File: src/hw/rtl/spi_radio_register_sequencer_assert.svh
// Assertion macros shared by the sequencer RTL.
// Each takes a label, the clock, the active-low reset and two expressions.
`ifndef SPI_RADIO_REGISTER_SEQUENCER_ASSERT_SVH
`define SPI_RADIO_REGISTER_SEQUENCER_ASSERT_SVH

`ifndef NO_ASSERTIONS
`define SRSEQ_ASSERT_IMPLIES(label, clk, rst_n, lhs, rhs) \
    label: assert property (@(posedge clk) disable iff (!rst_n) (lhs) |-> (rhs)) \
        else $error("sequencer check failed");
`define SRSEQ_ASSERT_NEXT(label, clk, rst_n, lhs, rhs) \
    label: assert property (@(posedge clk) disable iff (!rst_n) (lhs) |=> (rhs)) \
        else $error("sequencer check failed");
`else
`define SRSEQ_ASSERT_IMPLIES(label, clk, rst_n, lhs, rhs)
`define SRSEQ_ASSERT_NEXT(label, clk, rst_n, lhs, rhs)
`endif

`endif

File: src/hw/rtl/srseq_pkg.sv
`default_nettype none

package srseq_pkg;

    localparam int PAYLOAD_BYTES_DEF = 16;
    localparam int CFG_INDEX_W       = 2;
    localparam int CFG_DATA_W        = 8;

    localparam logic [7:0] WRITE_BIT = 8'h80;

    // event codes
    localparam logic [2:0] KIND_READ_REG    = 3'd0;
    localparam logic [2:0] KIND_WRITE_REG   = 3'd1;
    localparam logic [2:0] KIND_SEND_PACKET = 3'd2;
    localparam logic [2:0] KIND_RADIO_DONE  = 3'd3;
    localparam logic [2:0] KIND_RX_DONE     = 3'd4;
    localparam logic [2:0] KIND_TX_DONE     = 3'd5;
    localparam logic [2:0] KIND_LOAD_BYTE   = 3'd6;

    // configuration register indexes
    localparam logic [CFG_INDEX_W-1:0] CFG_OPMODE_ADDR   = 2'd0;
    localparam logic [CFG_INDEX_W-1:0] CFG_RX_MODE_VALUE = 2'd1;
    localparam logic [CFG_INDEX_W-1:0] CFG_FIFO_ADDR     = 2'd2;

    typedef enum logic [3:0] {
        PH_IDLE   = 4'd0,
        PH_RS_CMD = 4'd1,
        PH_RS_DAT = 4'd2,
        PH_WS_CMD = 4'd3,
        PH_WS_DAT = 4'd4,
        PH_RF_CMD = 4'd5,
        PH_RF_DAT = 4'd6,
        PH_WF_CMD = 4'd7,
        PH_WF_DAT = 4'd8
    } phase_e;

    typedef struct packed {
        logic [2:0] kind;
        logic [6:0] reg_addr;
        logic [7:0] reg_value;
        logic [7:0] rx_byte;
        logic [5:0] load_index;
        logic [7:0] load_value;
    } req_t;

    typedef struct packed {
        logic       accepted;
        logic       send_valid;
        logic [7:0] send_byte;
        logic       frame_end;
        logic       select_active;
        logic       read_valid;
        logic [7:0] read_data;
        logic       fifo_valid;
        logic [5:0] fifo_index;
        logic [7:0] fifo_data;
        logic       packet_done;
        logic       sent_done;
    } rsp_t;

    typedef struct packed {
        phase_e     phase;
        logic [1:0] join_count;
        logic [6:0] send_count;
        logic [6:0] recv_count;
        logic [7:0] single_byte;
        logic       awaiting_tx_done;
    } state_t;

    typedef struct packed {
        logic [6:0] opmode_addr;
        logic [7:0] rx_mode_value;
        logic [6:0] fifo_addr;
    } cfg_t;

    typedef struct packed {
        logic       en;
        logic [5:0] addr;
        logic [7:0] data;
    } store_wr_t;

endpackage

`default_nettype wire

File: src/hw/rtl/srseq_ram.sv
`default_nettype none

module srseq_ram #(
    parameter int WIDTH = 8,
    parameter int DEPTH = 16,
    localparam int AW   = (DEPTH > 1) ? $clog2(DEPTH) : 1
) (
    input  wire logic             clk,
    input  wire logic             we,
    input  wire logic [AW-1:0]    waddr,
    input  wire logic [WIDTH-1:0] wdata,
    input  wire logic [AW-1:0]    raddr,
    output logic      [WIDTH-1:0] rdata
);

    logic [WIDTH-1:0] mem [DEPTH];
    logic [WIDTH-1:0] rdata_reg;

    always_ff @(posedge clk)
    begin
        if (we)
        begin
            mem[waddr] <= wdata;
        end
        rdata_reg <= mem[raddr];
    end

    assign rdata = rdata_reg;

endmodule

`default_nettype wire

File: src/hw/rtl/srseq_step.sv
`default_nettype none

module srseq_step #(
    parameter int PAYLOAD_BYTES = srseq_pkg::PAYLOAD_BYTES_DEF
) (
    input  wire srseq_pkg::state_t st,
    input  wire srseq_pkg::req_t   req,
    input  wire srseq_pkg::cfg_t   cfg,
    input  wire logic [7:0]        store_byte,
    output srseq_pkg::state_t      st_next,
    output srseq_pkg::rsp_t        rsp,
    output srseq_pkg::store_wr_t   wr
);

    localparam logic [6:0] PB = 7'(PAYLOAD_BYTES);

    logic       is_idle;
    logic       was_busy;
    logic [1:0] join_inc;
    logic [1:0] join_sum;
    logic       fifo_cmd;
    logic [6:0] cnt;
    logic [6:0] recv_inc;

    always_comb
    begin
        st_next  = st;
        rsp      = '0;
        wr       = '0;
        join_inc = 2'd0;
        fifo_cmd = 1'b0;
        cnt      = st.send_count;
        recv_inc = st.recv_count + 7'd1;
        is_idle  = (st.phase == srseq_pkg::PH_IDLE);
        was_busy = !is_idle;

        case (req.kind)
            srseq_pkg::KIND_READ_REG:
            begin
                if (is_idle)
                begin
                    st_next.phase  = srseq_pkg::PH_RS_CMD;
                    rsp.send_valid = 1'b1;
                    rsp.send_byte  = {1'b0, req.reg_addr};
                    rsp.accepted   = 1'b1;
                end
            end
            srseq_pkg::KIND_WRITE_REG:
            begin
                if (is_idle)
                begin
                    st_next.phase       = srseq_pkg::PH_WS_CMD;
                    st_next.single_byte = req.reg_value;
                    rsp.send_valid      = 1'b1;
                    rsp.send_byte       = srseq_pkg::WRITE_BIT | {1'b0, req.reg_addr};
                    rsp.accepted        = 1'b1;
                end
            end
            srseq_pkg::KIND_SEND_PACKET:
            begin
                if (is_idle)
                begin
                    st_next.awaiting_tx_done = 1'b1;
                    st_next.phase            = srseq_pkg::PH_WF_CMD;
                    rsp.send_valid           = 1'b1;
                    rsp.send_byte            = srseq_pkg::WRITE_BIT | {1'b0, cfg.fifo_addr};
                    rsp.accepted             = 1'b1;
                end
            end
            srseq_pkg::KIND_RADIO_DONE:
            begin
                if (st.awaiting_tx_done)
                begin
                    st_next.awaiting_tx_done = 1'b0;
                    rsp.sent_done            = 1'b1;
                end
                else if (is_idle)
                begin
                    st_next.phase  = srseq_pkg::PH_RF_CMD;
                    rsp.send_valid = 1'b1;
                    rsp.send_byte  = {1'b0, cfg.fifo_addr};
                    rsp.accepted   = 1'b1;
                end
            end
            srseq_pkg::KIND_RX_DONE:
            begin
                case (st.phase)
                    srseq_pkg::PH_IDLE:
                    begin
                    end
                    srseq_pkg::PH_RS_DAT:
                    begin
                        st_next.single_byte = req.rx_byte;
                        join_inc            = 2'd1;
                    end
                    srseq_pkg::PH_WS_DAT:
                    begin
                        join_inc = 2'd1;
                    end
                    srseq_pkg::PH_RF_DAT, srseq_pkg::PH_WF_DAT:
                    begin
                        if (st.recv_count < PB)
                        begin
                            if (st.phase == srseq_pkg::PH_RF_DAT)
                            begin
                                rsp.fifo_valid = 1'b1;
                                rsp.fifo_index = st.recv_count[5:0];
                                rsp.fifo_data  = req.rx_byte;
                            end
                            st_next.recv_count = recv_inc;
                            if (recv_inc == PB)
                            begin
                                join_inc = 2'd1;
                            end
                        end
                    end
                    default:
                    begin
                        // command phases: the address byte has been clocked in
                        join_inc           = 2'd1;
                        st_next.recv_count = 7'd0;
                    end
                endcase
            end
            srseq_pkg::KIND_TX_DONE:
            begin
                case (st.phase)
                    srseq_pkg::PH_RS_CMD:
                    begin
                        rsp.send_valid = 1'b1;
                        rsp.send_byte  = 8'd0;
                        join_inc       = 2'd1;
                    end
                    srseq_pkg::PH_WS_CMD:
                    begin
                        rsp.send_valid = 1'b1;
                        rsp.send_byte  = st.single_byte;
                        join_inc       = 2'd1;
                    end
                    srseq_pkg::PH_RS_DAT, srseq_pkg::PH_WS_DAT:
                    begin
                        join_inc = 2'd1;
                    end
                    srseq_pkg::PH_RF_CMD, srseq_pkg::PH_RF_DAT,
                    srseq_pkg::PH_WF_CMD, srseq_pkg::PH_WF_DAT:
                    begin
                        fifo_cmd = (st.phase == srseq_pkg::PH_RF_CMD)
                                || (st.phase == srseq_pkg::PH_WF_CMD);
                        if (fifo_cmd)
                        begin
                            cnt      = 7'd0;
                            join_inc = 2'd1;
                        end
                        if (cnt >= PB)
                        begin
                            join_inc = join_inc + 2'd1;
                            st_next.send_count = cnt;
                        end
                        else
                        begin
                            rsp.send_valid = 1'b1;
                            if ((st.phase == srseq_pkg::PH_WF_CMD)
                                || (st.phase == srseq_pkg::PH_WF_DAT))
                            begin
                                rsp.send_byte = store_byte;
                            end
                            else
                            begin
                                rsp.send_byte = 8'd0;
                            end
                            st_next.send_count = cnt + 7'd1;
                        end
                    end
                    default:
                    begin
                    end
                endcase
            end
            srseq_pkg::KIND_LOAD_BYTE:
            begin
                if ({1'b0, req.load_index} < PB)
                begin
                    wr.en   = 1'b1;
                    wr.addr = req.load_index;
                    wr.data = req.load_value;
                end
            end
            default:
            begin
            end
        endcase

        join_sum = st.join_count + join_inc;
        st_next.join_count = join_sum;
        if (join_sum == 2'd2)
        begin
            st_next.join_count = 2'd0;
            case (st_next.phase)
                srseq_pkg::PH_IDLE:
                begin
                end
                srseq_pkg::PH_RS_DAT:
                begin
                    st_next.phase  = srseq_pkg::PH_IDLE;
                    rsp.read_valid = 1'b1;
                    rsp.read_data  = st_next.single_byte;
                end
                srseq_pkg::PH_WS_DAT:
                begin
                    st_next.phase = srseq_pkg::PH_IDLE;
                end
                srseq_pkg::PH_RF_DAT:
                begin
                    st_next.phase   = srseq_pkg::PH_IDLE;
                    rsp.packet_done = 1'b1;
                end
                srseq_pkg::PH_WF_DAT:
                begin
                    // close the burst and chain the switch to receive mode
                    rsp.frame_end       = 1'b1;
                    st_next.phase       = srseq_pkg::PH_WS_CMD;
                    st_next.single_byte = cfg.rx_mode_value;
                    rsp.send_valid      = 1'b1;
                    rsp.send_byte       = srseq_pkg::WRITE_BIT | {1'b0, cfg.opmode_addr};
                end
                srseq_pkg::PH_RS_CMD: st_next.phase = srseq_pkg::PH_RS_DAT;
                srseq_pkg::PH_WS_CMD: st_next.phase = srseq_pkg::PH_WS_DAT;
                srseq_pkg::PH_RF_CMD: st_next.phase = srseq_pkg::PH_RF_DAT;
                srseq_pkg::PH_WF_CMD: st_next.phase = srseq_pkg::PH_WF_DAT;
                default:
                begin
                end
            endcase
        end

        if (was_busy && (st_next.phase == srseq_pkg::PH_IDLE))
        begin
            rsp.frame_end = 1'b1;
        end
        rsp.select_active = (st_next.phase != srseq_pkg::PH_IDLE);
    end

endmodule

`default_nettype wire

File: src/hw/rtl/spi_radio_register_sequencer.sv
// SPI master sequencer for a packet radio.
//
// Channels: events arrive on req (valid/ready), one beat per event; every
// event yields exactly one result beat on rsp (valid/ready). A separate
// write port (cfg_write, cfg_index, cfg_data) sets the opmode address, the
// receive-mode value and the FIFO address; write it only while idle.
//
// A taken beat waits in the input register and is decoded into the result
// register that drives rsp. Throughput: one event per cycle while rsp is
// not stalled, set by the single decode step between the input register
// and the result register. The outgoing payload store is a RAM with a
// registered read; its read address always follows the next sequencer
// state so the payload byte is ready when a transmit-done arrives, and a
// load to the same entry in the previous cycle is forwarded.
//
// Reset: phase idle, all counters and flags cleared, configuration at its
// defaults. The payload store is not cleared: load it before a send.
// Stall: when rsp_ready is low the result register holds; one more beat
// waits in the input register, after which req_ready drops.
`default_nettype none

module spi_radio_register_sequencer #(
    parameter int PAYLOAD_BYTES = srseq_pkg::PAYLOAD_BYTES_DEF
) (
    input  wire logic                             clk,
    input  wire logic                             rst_n,
    input  wire logic                             req_valid,
    output logic                                  req_ready,
    input  wire srseq_pkg::req_t                  req,
    output logic                                  rsp_valid,
    input  wire logic                             rsp_ready,
    output srseq_pkg::rsp_t                       rsp,
    input  wire logic                             cfg_write,
    input  wire logic [srseq_pkg::CFG_INDEX_W-1:0] cfg_index,
    input  wire logic [srseq_pkg::CFG_DATA_W-1:0]  cfg_data
);

`include "spi_radio_register_sequencer_assert.svh"

    localparam int AW = (PAYLOAD_BYTES > 1) ? $clog2(PAYLOAD_BYTES) : 1;

    // input stage
    logic              in_vld_reg;
    logic              in_vld_next;
    srseq_pkg::req_t   in_reg;

    // result stage
    logic              out_vld_reg;
    logic              out_vld_next;
    srseq_pkg::rsp_t   out_reg;

    // sequencer state and configuration
    srseq_pkg::state_t state_reg;
    srseq_pkg::state_t state_next;
    srseq_pkg::cfg_t   cfg_reg;

    // payload store forwarding
    logic              byp_hit_reg;
    logic [7:0]        byp_data_reg;

    logic              advance;
    logic              take;
    srseq_pkg::state_t step_state;
    srseq_pkg::rsp_t   step_rsp;
    srseq_pkg::store_wr_t step_wr;
    logic              store_we;
    logic [AW-1:0]     store_raddr;
    logic [7:0]        store_rdata;
    logic [7:0]        store_byte;

    // Advance the decode when the result register is free or being drained.
    assign advance   = in_vld_reg && (!out_vld_reg || rsp_ready);
    assign req_ready = !in_vld_reg || advance;
    assign take      = req_valid && req_ready;

    assign rsp_valid = out_vld_reg;
    assign rsp       = out_reg;

    srseq_step #(
        .PAYLOAD_BYTES (PAYLOAD_BYTES)
    ) u_step (
        .st         (state_reg),
        .req        (in_reg),
        .cfg        (cfg_reg),
        .store_byte (store_byte),
        .st_next    (step_state),
        .rsp        (step_rsp),
        .wr         (step_wr)
    );

    assign state_next = advance ? step_state : state_reg;
    assign store_we   = advance && step_wr.en;

    // Prefetch the entry the next transmit-done will send: entry zero right
    // after the FIFO write command, otherwise the running send count.
    always_comb
    begin
        if (state_next.phase == srseq_pkg::PH_WF_CMD)
        begin
            store_raddr = '0;
        end
        else
        begin
            store_raddr = state_next.send_count[AW-1:0];
        end
    end

    assign store_byte = byp_hit_reg ? byp_data_reg : store_rdata;

    srseq_ram #(
        .WIDTH (8),
        .DEPTH (PAYLOAD_BYTES)
    ) u_store (
        .clk   (clk),
        .we    (store_we),
        .waddr (step_wr.addr[AW-1:0]),
        .wdata (step_wr.data),
        .raddr (store_raddr),
        .rdata (store_rdata)
    );

    always_comb
    begin
        in_vld_next = in_vld_reg;
        if (take)
        begin
            in_vld_next = 1'b1;
        end
        else if (advance)
        begin
            in_vld_next = 1'b0;
        end
    end

    always_comb
    begin
        out_vld_next = out_vld_reg;
        if (advance)
        begin
            out_vld_next = 1'b1;
        end
        else if (rsp_ready)
        begin
            out_vld_next = 1'b0;
        end
    end

    always_ff @(posedge clk or negedge rst_n)
    begin
        if (!rst_n)
        begin
            in_vld_reg  <= 1'b0;
            out_vld_reg <= 1'b0;
            byp_hit_reg <= 1'b0;
            state_reg   <= '{phase: srseq_pkg::PH_IDLE, default: '0};
            cfg_reg     <= '{opmode_addr: 7'd1, rx_mode_value: 8'd16, fifo_addr: 7'd0};
        end
        else
        begin
            in_vld_reg  <= in_vld_next;
            out_vld_reg <= out_vld_next;
            state_reg   <= state_next;
            // forward a load that lands on the entry being read this edge
            byp_hit_reg <= store_we && (step_wr.addr[AW-1:0] == store_raddr);
            if (cfg_write)
            begin
                case (cfg_index)
                    srseq_pkg::CFG_OPMODE_ADDR:   cfg_reg.opmode_addr   <= cfg_data[6:0];
                    srseq_pkg::CFG_RX_MODE_VALUE: cfg_reg.rx_mode_value <= cfg_data;
                    srseq_pkg::CFG_FIFO_ADDR:     cfg_reg.fifo_addr     <= cfg_data[6:0];
                    default:
                    begin
                    end
                endcase
            end
        end
    end

    // payload registers: no reset
    always_ff @(posedge clk)
    begin
        if (take)
        begin
            in_reg <= req;
        end
        if (advance)
        begin
            out_reg <= step_rsp;
        end
        byp_data_reg <= step_wr.data;
    end

    // A taken start leaves the sequencer busy.
    `SRSEQ_ASSERT_IMPLIES(a_accept_busy, clk, rst_n, rsp_valid && rsp.accepted, rsp.select_active)
    // Both threads joined means the count is folded back at once.
    `SRSEQ_ASSERT_IMPLIES(a_join_low, clk, rst_n, 1'b1, !state_reg.join_count[1])
    // A completed read ends the frame and returns to idle.
    `SRSEQ_ASSERT_IMPLIES(a_read_ends, clk, rst_n, rsp_valid && rsp.read_valid,
                          rsp.frame_end && !rsp.select_active)
    // A decoded beat always shows up on the result register next cycle.
    `SRSEQ_ASSERT_NEXT(a_advance_out, clk, rst_n, advance, rsp_valid)

endmodule

`default_nettype wire

File: config.mk
export PLATFORM = sky130hd
export DESIGN_NAME = spi_radio_register_sequencer
export DESIGN_NICKNAME = d
export VERILOG_FILES = /design/src/hw/rtl/srseq_pkg.sv /design/src/hw/rtl/srseq_ram.sv /design/src/hw/rtl/srseq_step.sv /design/src/hw/rtl/spi_radio_register_sequencer.sv
export VERILOG_INCLUDE_DIRS = /design/src /design/src/hw/rtl
export SDC_FILE = /design/constraint.sdc
export NUM_CORES = 1
export LEC_CHECK = 0
export BUFFER_PORTS_ARGS = -buffer_cell sky130_fd_sc_hd__buf_2
export CAP_MARGIN = 40
export CORE_ASPECT_RATIO = 0.8
export CORE_UTILIZATION = 35
export CTS_CLUSTER_SIZE = 12
export DETAILED_ROUTE_END_ITERATION = 10
export HOLD_SLACK_MARGIN = 0.06
export PLACE_DENSITY_LB_ADDON = 0.3
export SKIP_LAST_GASP = 1
export SLEW_MARGIN = 20
export SYNTH_ARGS = -nofsm -noshare
export SYNTH_HDL_FRONTEND = slang
export SYNTH_SLANG_ARGS = --single-unit
File: constraint.sdc
create_clock -name clk -period 14.15 [get_ports clk]
set_clock_uncertainty 0.15 [all_clocks]
set_input_delay 0.7075 -clock clk [delete_from_list [all_inputs] [get_ports clk]]
set_output_delay 0.7075 -clock clk [all_outputs]
set_load 0.005 [all_outputs]
Yosys cells after proc, flatten, opt, wreduce, memory -nomap -nowiden
Memories as Yosys holds them, arrays and structs flattened. A register that Yosys moved wholly into a read port is not among the register bits.
Cells that the tools add are included.
{ "word_totals": {"output_inout_bits": 40, "latchBits": 0, "romBits": 0, "ramBits": 128, "inputBits": 55, "n_memories": 1, "regBits": 140} }
{ "classes": {"eq_ne": 30, "n_div": 0, "reduce_logical": 34, "bitwise": 1, "n_mul": 0, "n_mux": 60, "n_addsub": 4, "order_cmp": 3, "n_shift": 0} }
{ "mem_list": {"columns": ["name", "words", "word_bits", "read_ports", "rd_clocked_by_memory_dff", "wr", "line_no", "source"], "rows": [
  ["u_store.mem", 16, 8, 1, 1, 1, "srseq_ram.sv:16", "logic [WIDTH-1:0] mem [DEPTH];"]
]} }
{ "ops": {"columns": ["op", "count"], "rows": [
  ["$mux 10", 7],
  ["$mux 7", 8],
  ["$mux 8", 6],
  ["$mux 15", 3],
  ["$pmux 9 s5", 1],
  ["$eq 4x3->1 const B", 9],
  ["$mux 29", 1],
  ["$pmux 9 s3", 1],
  ["$mux 4", 6],
  ["$pmux 4 s6", 1],
  ["$mux 9", 2],
  ["$eq 4x2->1 const B", 4],
  ["$pmux 4 s4", 1],
  ["$pmux 8 s2", 1],
  ["$add 7x1->7 const B", 2],
  ["$pmux 7 s2", 1],
  ["$mux 1", 12],
  ["$pmux 2 s2", 3],
  ["$eq 3x3->1 const B", 3],
  ["$reduce_and 3->1", 3],
  ["$eq 4x1->1 const B", 2],
  ["$eq 4x4->1 const B", 2],
  ["$logic_not 4->1", 2],
  ["$reduce_and 2->1", 4],
  ["28 further kinds", 47]
]} }

Longest topological paths before layout
{ "depth": {"word_depth": 17, "ltp_mapped": 22} }

Modules after synthesis
From an unflattened synthesis, not the netlist that was laid out.
{ "hier_totals": {"hier_cells": 741, "area_unflattened_um2": 11683.7} }
{ "by_module_without_submodules": {"columns": ["mod", "cells_each", "n_inst", "area_per_inst_um2"], "rows": [
  ["srseq_ram", 229, 1, 5147.4],
  ["spi_radio_register_sequencer", 246, 1, 4828.4],
  ["srseq_step", 266, 1, 1707.9]
]} }

Least setup slack after synthesis
No wires, ideal clock.
{ "synth_path": {"path_type": "register to register", "start": "reg state_reg[27] (netlist bit)", "end": "reg u_store.rdata_reg[3], in the netlist u_store.rdata[3], read port of u_store.mem", "n_path_buf": 5, "arrival_time_ns": 4.153, "synth_period_minus_slack_ns": 4.432, "stages_incl_launch_ff": 23, "slack_ns": 9.718, "cell_sequence": "dfrtp_1 buf_6 nand3b_1 inv_2 or2_2 clkbuf_1 inv_1 ha_1 nor3b_1 o32a_1 o22ai_1 ha_1 xnor2_1 xnor2_1 nor3_2 a311o_1 o311ai_2 buf_6 and3_4 buf_6 buf_6 a222oi_1 o32ai_1"} }
{ "synth_between": {"elab_chain_cells": 15, "word_cells_on_any_way": 51} }
{ "synth_rtl": {"columns": ["element", "line_no", "source"], "rows": [
  ["start, declared", "spi_radio_register_sequencer.sv:53", "srseq_pkg::state_t state_reg;"],
  ["start signal, assigned", "spi_radio_register_sequencer.sv:162", "state_reg <= state_next;"],
  ["$eq 4x3->1 (on tied branches)", "srseq_step.sv:127, srseq_step.sv:147, srseq_step.sv:148", null],
  ["$logic_or 1x1->1", "srseq_step.sv:148", "|| (st.phase == srseq_pkg::PH_WF_CMD);"],
  ["$mux 7 or $mux 1 (tied branches)", "srseq_step.sv:149", "if (fifo_cmd)"],
  ["$mux 7 or $mux 2 (tied branches)", "srseq_step.sv:127", "case (st.phase)"],
  ["$mux 7 or $mux 2 (tied branches)", "srseq_step.sv:37", "case (req.kind)"],
  ["$ge 7x5->1 or $add 2x1->2 (tied branches)", "srseq_step.sv:154, srseq_step.sv:156", null],
  ["$mux 2", "srseq_step.sv:154", "if (cnt >= PB)"],
  ["$pmux 2 s2", "srseq_step.sv:127", null],
  ["$pmux 2 s2", "srseq_step.sv:37", null],
  ["$add 2x2->2", "srseq_step.sv:193", "join_sum = st.join_count + join_inc;"],
  ["$eq 2x2->1", "srseq_step.sv:195", "if (join_sum == 2'd2)"],
  ["$mux 6", "srseq_step.sv:195", null],
  ["$mux 29 *", "spi_radio_register_sequencer.sv:91", "assign state_next = advance ? step_state : state_reg;"],
  ["$eq 4x3->1", "spi_radio_register_sequencer.sv:98", "if (state_next.phase == srseq_pkg::PH_WF_CMD)"],
  ["$mux 4 *", "spi_radio_register_sequencer.sv:98", null],
  ["end, declared", "srseq_ram.sv:17", "logic [WIDTH-1:0] rdata_reg;"]
]} }
Mark *: on every way between the ends. The rest lies on a longest branch, timed or not. The select of a mux whose other input is x is not followed.
A chain may end at the register's enable or synchronous reset.

Worst setup path after layout
{ "layout_path": {"start": "reg state_reg[28] (netlist bit)", "end": "reg u_store.rdata_reg[4], in the netlist u_store.rdata[4], read port of u_store.mem"} }
The elaborated chain is that of the path after synthesis.

==> summary.txt <==
Outcome
  • Status: finished clean

Synth
  • Post-synth EDFFs: 206
  • Compound-gate portion of the synthesized area: 12.1%
  • Synthesized flop and latch total: 276
  • Synth Area in Simple Gates: 9.79%
  • Mapped Cells: 840
  • Largest family of logic cells by synthesized area: compound AO/OA/AOI/OAI gates
  • Sequential fraction of the synthesis area: 68.8%
  • Mapped cell area: 11,400 µm²
  • Post-synthesis mux area share: 5.85%
  • Ys async rst share: 19.6%
  • Syn avg cell area: 13.6 µm²
  • Yosys warns: 0
  • Post-Synth Adder-Cell Area: 0.547%
  • Unique masters post-synth: 70
  • Commonest register cell after synthesis: edfxtp_1
  • Post-Synth XOR/XNOR Area: 0.536%

Critical path
  • Critical Path Start Type: flop
  • WS Path Type: reg2reg
  • Critical path's top delay family: compound AO/OA/AOI/OAI gates
  • Worst Path Arrival: 5.44 ns
  • Crit path buf inv count: 2
  • CP Cell Sequence: nand3b_1 > inv_2 > or2_2 > inv_1 > ha_1 > nor3b_1 > o32a_1 > o22ai_1 > ha_1 > xnor2_1 > xnor2_1 > nor3_2 > a311o_1 > o311a_1 > nor2_1 > a211oi_1 > o32ai_1
  • CP max-delay cell: dfrtp_1
  • CP Max Fanout: 20
  • CP Data Required Time: 14.43 ns
  • CP max stage delay: 0.71 ns
  • CP Capture Type: flop

Global routing
  • First-pass GRT wire length: 42,600 µm
  • Grt total ovfl: 0
  • GRT Resource Usage Total: 16.8%
  • Number of global-route vias before repair: 7,207
  • Antenna violations before repair: 1
  • Largest net degree at the start of global routing: 55

Route
  • Final wirelength: 28,300 µm
  • Routed len/inst: 20.5 µm
  • 1st-pass router iterations: 7
  • Post-route DRC: 0
  • Drt via density: 5.42
  • Initial drt markers: 907
  • Vias: 7,503
  • Routed Antenna Nets: 0

Power and ir drop
  • Static Leak: 5.07 nW
  • Max VDD drop: 96.8 µV
  • Power per cell area: 158 nW/µm²

Clocking
  • CTS tree: built
  • Clk buf depth: 3
  • Post-CTS Setup Bufs: 0
  • # clock sinks: 276
  • H-tree levels: 1
  • Hold-fix buffers, CTS: 0
  • CTS Buf Count: 28
  • Post-cts resize count: 0
  • Worst-skew pair later-pin latency: 0.57 ns
  • Clock transition at path regs: 0.06 ns
  • Root buf cell: clkbuf_16

Die
  • Top Ports: 95
  • Row count: 58
  • Core footprint: 31,800 µm²
  • Initial core utilization: 36.0%
  • Die area: 33,400 µm²
  • Die Wd: 204 µm
  • Chip Height: 164 µm

Cells and area
  • Fin nets: 1,003
  • Diodes inserted: 0
  • P&R area growth vs syn: 16.0%
  • Fillers: 2,947
  • Max reg flops: 128
  • Layout cells sized above 1: 20.0%

Placement
  • Port buffer count: 94
  • Detailed placer's ending HPWL: 19,800 µm
  • Final Wtd Congestion: 0.904

Timing
  • Fin. Hold Viols: 0
  • Period utilisation layout: 36.5%
  • Relative slew slack: 42.5%
  • Max Slew Vio Count: 0
  • Min cycle time layout: 5.16 ns
  • Final setup TNS: 0 ns
  • # setup viols final: 0
  • RSZ-0062 raised after global routing: no
  • Final hold slack: 0.145 ns
  • Worst Tran Pin Value: 0.862 ns
  • Max Clock Freq: 0.194 GHz

Hold path
  • HP Class: in2async

Job
  • MaxCap Viol Count: 0
[metrics by stage]
| step | util [%] | total power, mW | setup WS (ns) | cells | cell area [µm²] |
|---|---|---|---|---|---|
| 6_report | 41.7 | 2.09 | 8.99 | 1384 | 13300 |
| 3_3_place_gp | 38.8 | 1.42 | 8.70 | 1323 | 12300 |
| 2_1_floorplan | - | 1.31 | 9.72 | 841 | 11400 |
| 5_1_grt | 41.7 | 2.19 | 8.66 | 1384 | 13300 |
| 3_5_place_dp | 39.0 | 1.43 | 9.05 | 1331 | 12400 |
| 4_1_cts | 41.7 | 2.11 | 9.04 | 1382 | 13200 |
[where the power goes]
part           switching, mW  internal [mW]  total [mW]
Clock                  0.297          0.375       0.672
Combinational          0.267          0.158       0.425
Sequential            0.0607          0.937       0.997
[path summary, 6_finish.rpt]
kind | startpoint | end | slack (ns) | cells past startpoint
max in group asynchronous | rst_n | cfg_reg[14]$_DFFE_PN0P_ | 13.20 | 2
worst min register to register | state_reg[23]$_DFFE_PN0P_ | state_reg[23]$_DFFE_PN0P_ | 0.35 | 2
worst max register to register | state_reg[28]$_DFF_PN0_ | u_store.rdata[4]$_DFF_P_ | 8.99 | 17
min in group clk | req[22] | in_reg[22]$_DFFE_PP_ | 0.16 | 1
worst max-delay path | state_reg[28]$_DFF_PN0_ | u_store.rdata[4]$_DFF_P_ | 8.99 | 17
worst min-delay path | rst_n | state_reg[9]$_DFFE_PN0P_ | 0.15 | 2
[cell usage after synthesis, drive strengths merged, types with 4 or more instances]
library cell	count	area [µm²]
nand3	7	35.0
a21boi	5	37.5
nand2	54	203
o21ai	65	325
inv	17	63.8
mux2i	42	420
xnor2	5	43.8
and2	26	163
buf	14	93.8
or3	4	30.0
a31oi	17	106
a21oi	37	185
nor2	57	214
dfrtp	52	1300
edfxtp	206	6190
o32ai	8	70.1
mux2	22	248
clkbuf	31	116
nor2b	6	37.5
nand3b	7	52.6
nand2b	6	37.5
nor4	7	43.8
dfxtp	16	320
a211oi	18	135
ha	5	62.6
and3	13	86.3
o21a	10	82.6
nor3	17	90.1
a222oi	22	220
[placed cells by master, fill, tap and decap left out, drive strengths merged, types with 7 or more instances in the layout]
cell and n:
nor2 57, mux2i 42, nor4 7, and3 13
nand3 7, edfxtp 206, clkbuf 45, mux2 22
nand3b 7, o21a 10, a222oi 22, buf 117
nand2 54, a21oi 37, inv 18, o21ai 65
o32ai 8, and2 26, nor3 17, a211oi 18
a31oi 17, dfrtp 52, dfxtp 16
[layout make-up]
| type | instances | area, µm² | area share, % |
|---|---|---|---|
| Sequential cell | 276 | 7860 | 59.3 |
| Multi-Input combinational cell | 502 | 3310 | 25.0 |
| Clock buffer | 45 | 774 | 5.84 |
| Timing Repair Buffer | 117 | 658 | 4.97 |
| Tap cell | 420 | 526 | 3.96 |
| Inverter | 18 | 67.6 | 0.510 |
| Clock inverter | 6 | 53.8 | 0.406 |
[layer usage]
metal	wire length (µm)	up-vias	track usage (%)
met5	8	-	0
met2	12700	245	25.5
met1	13100	3780	25.1
met3	2010	40	2.71
met4	508	2	3.90
li1	-	3436	-
[cell families (layout without fill, tap and decap cells)]
| family | after synthesis | count (layout) |
|---|---|---|
| xor gates and xnor gates | 7 | 7 |
| and+or+nand+nor | 220 | 220 |
| other | 1 | 2 |
| AOI/OAI and AO/OA | 204 | 204 |
| adders and majority gates | 5 | 5 |
| buffers and inverters | 63 | 186 |
| muxes | 64 | 64 |
| DFF | 276 | 276 |
Power figures use the tool's default switching activity.
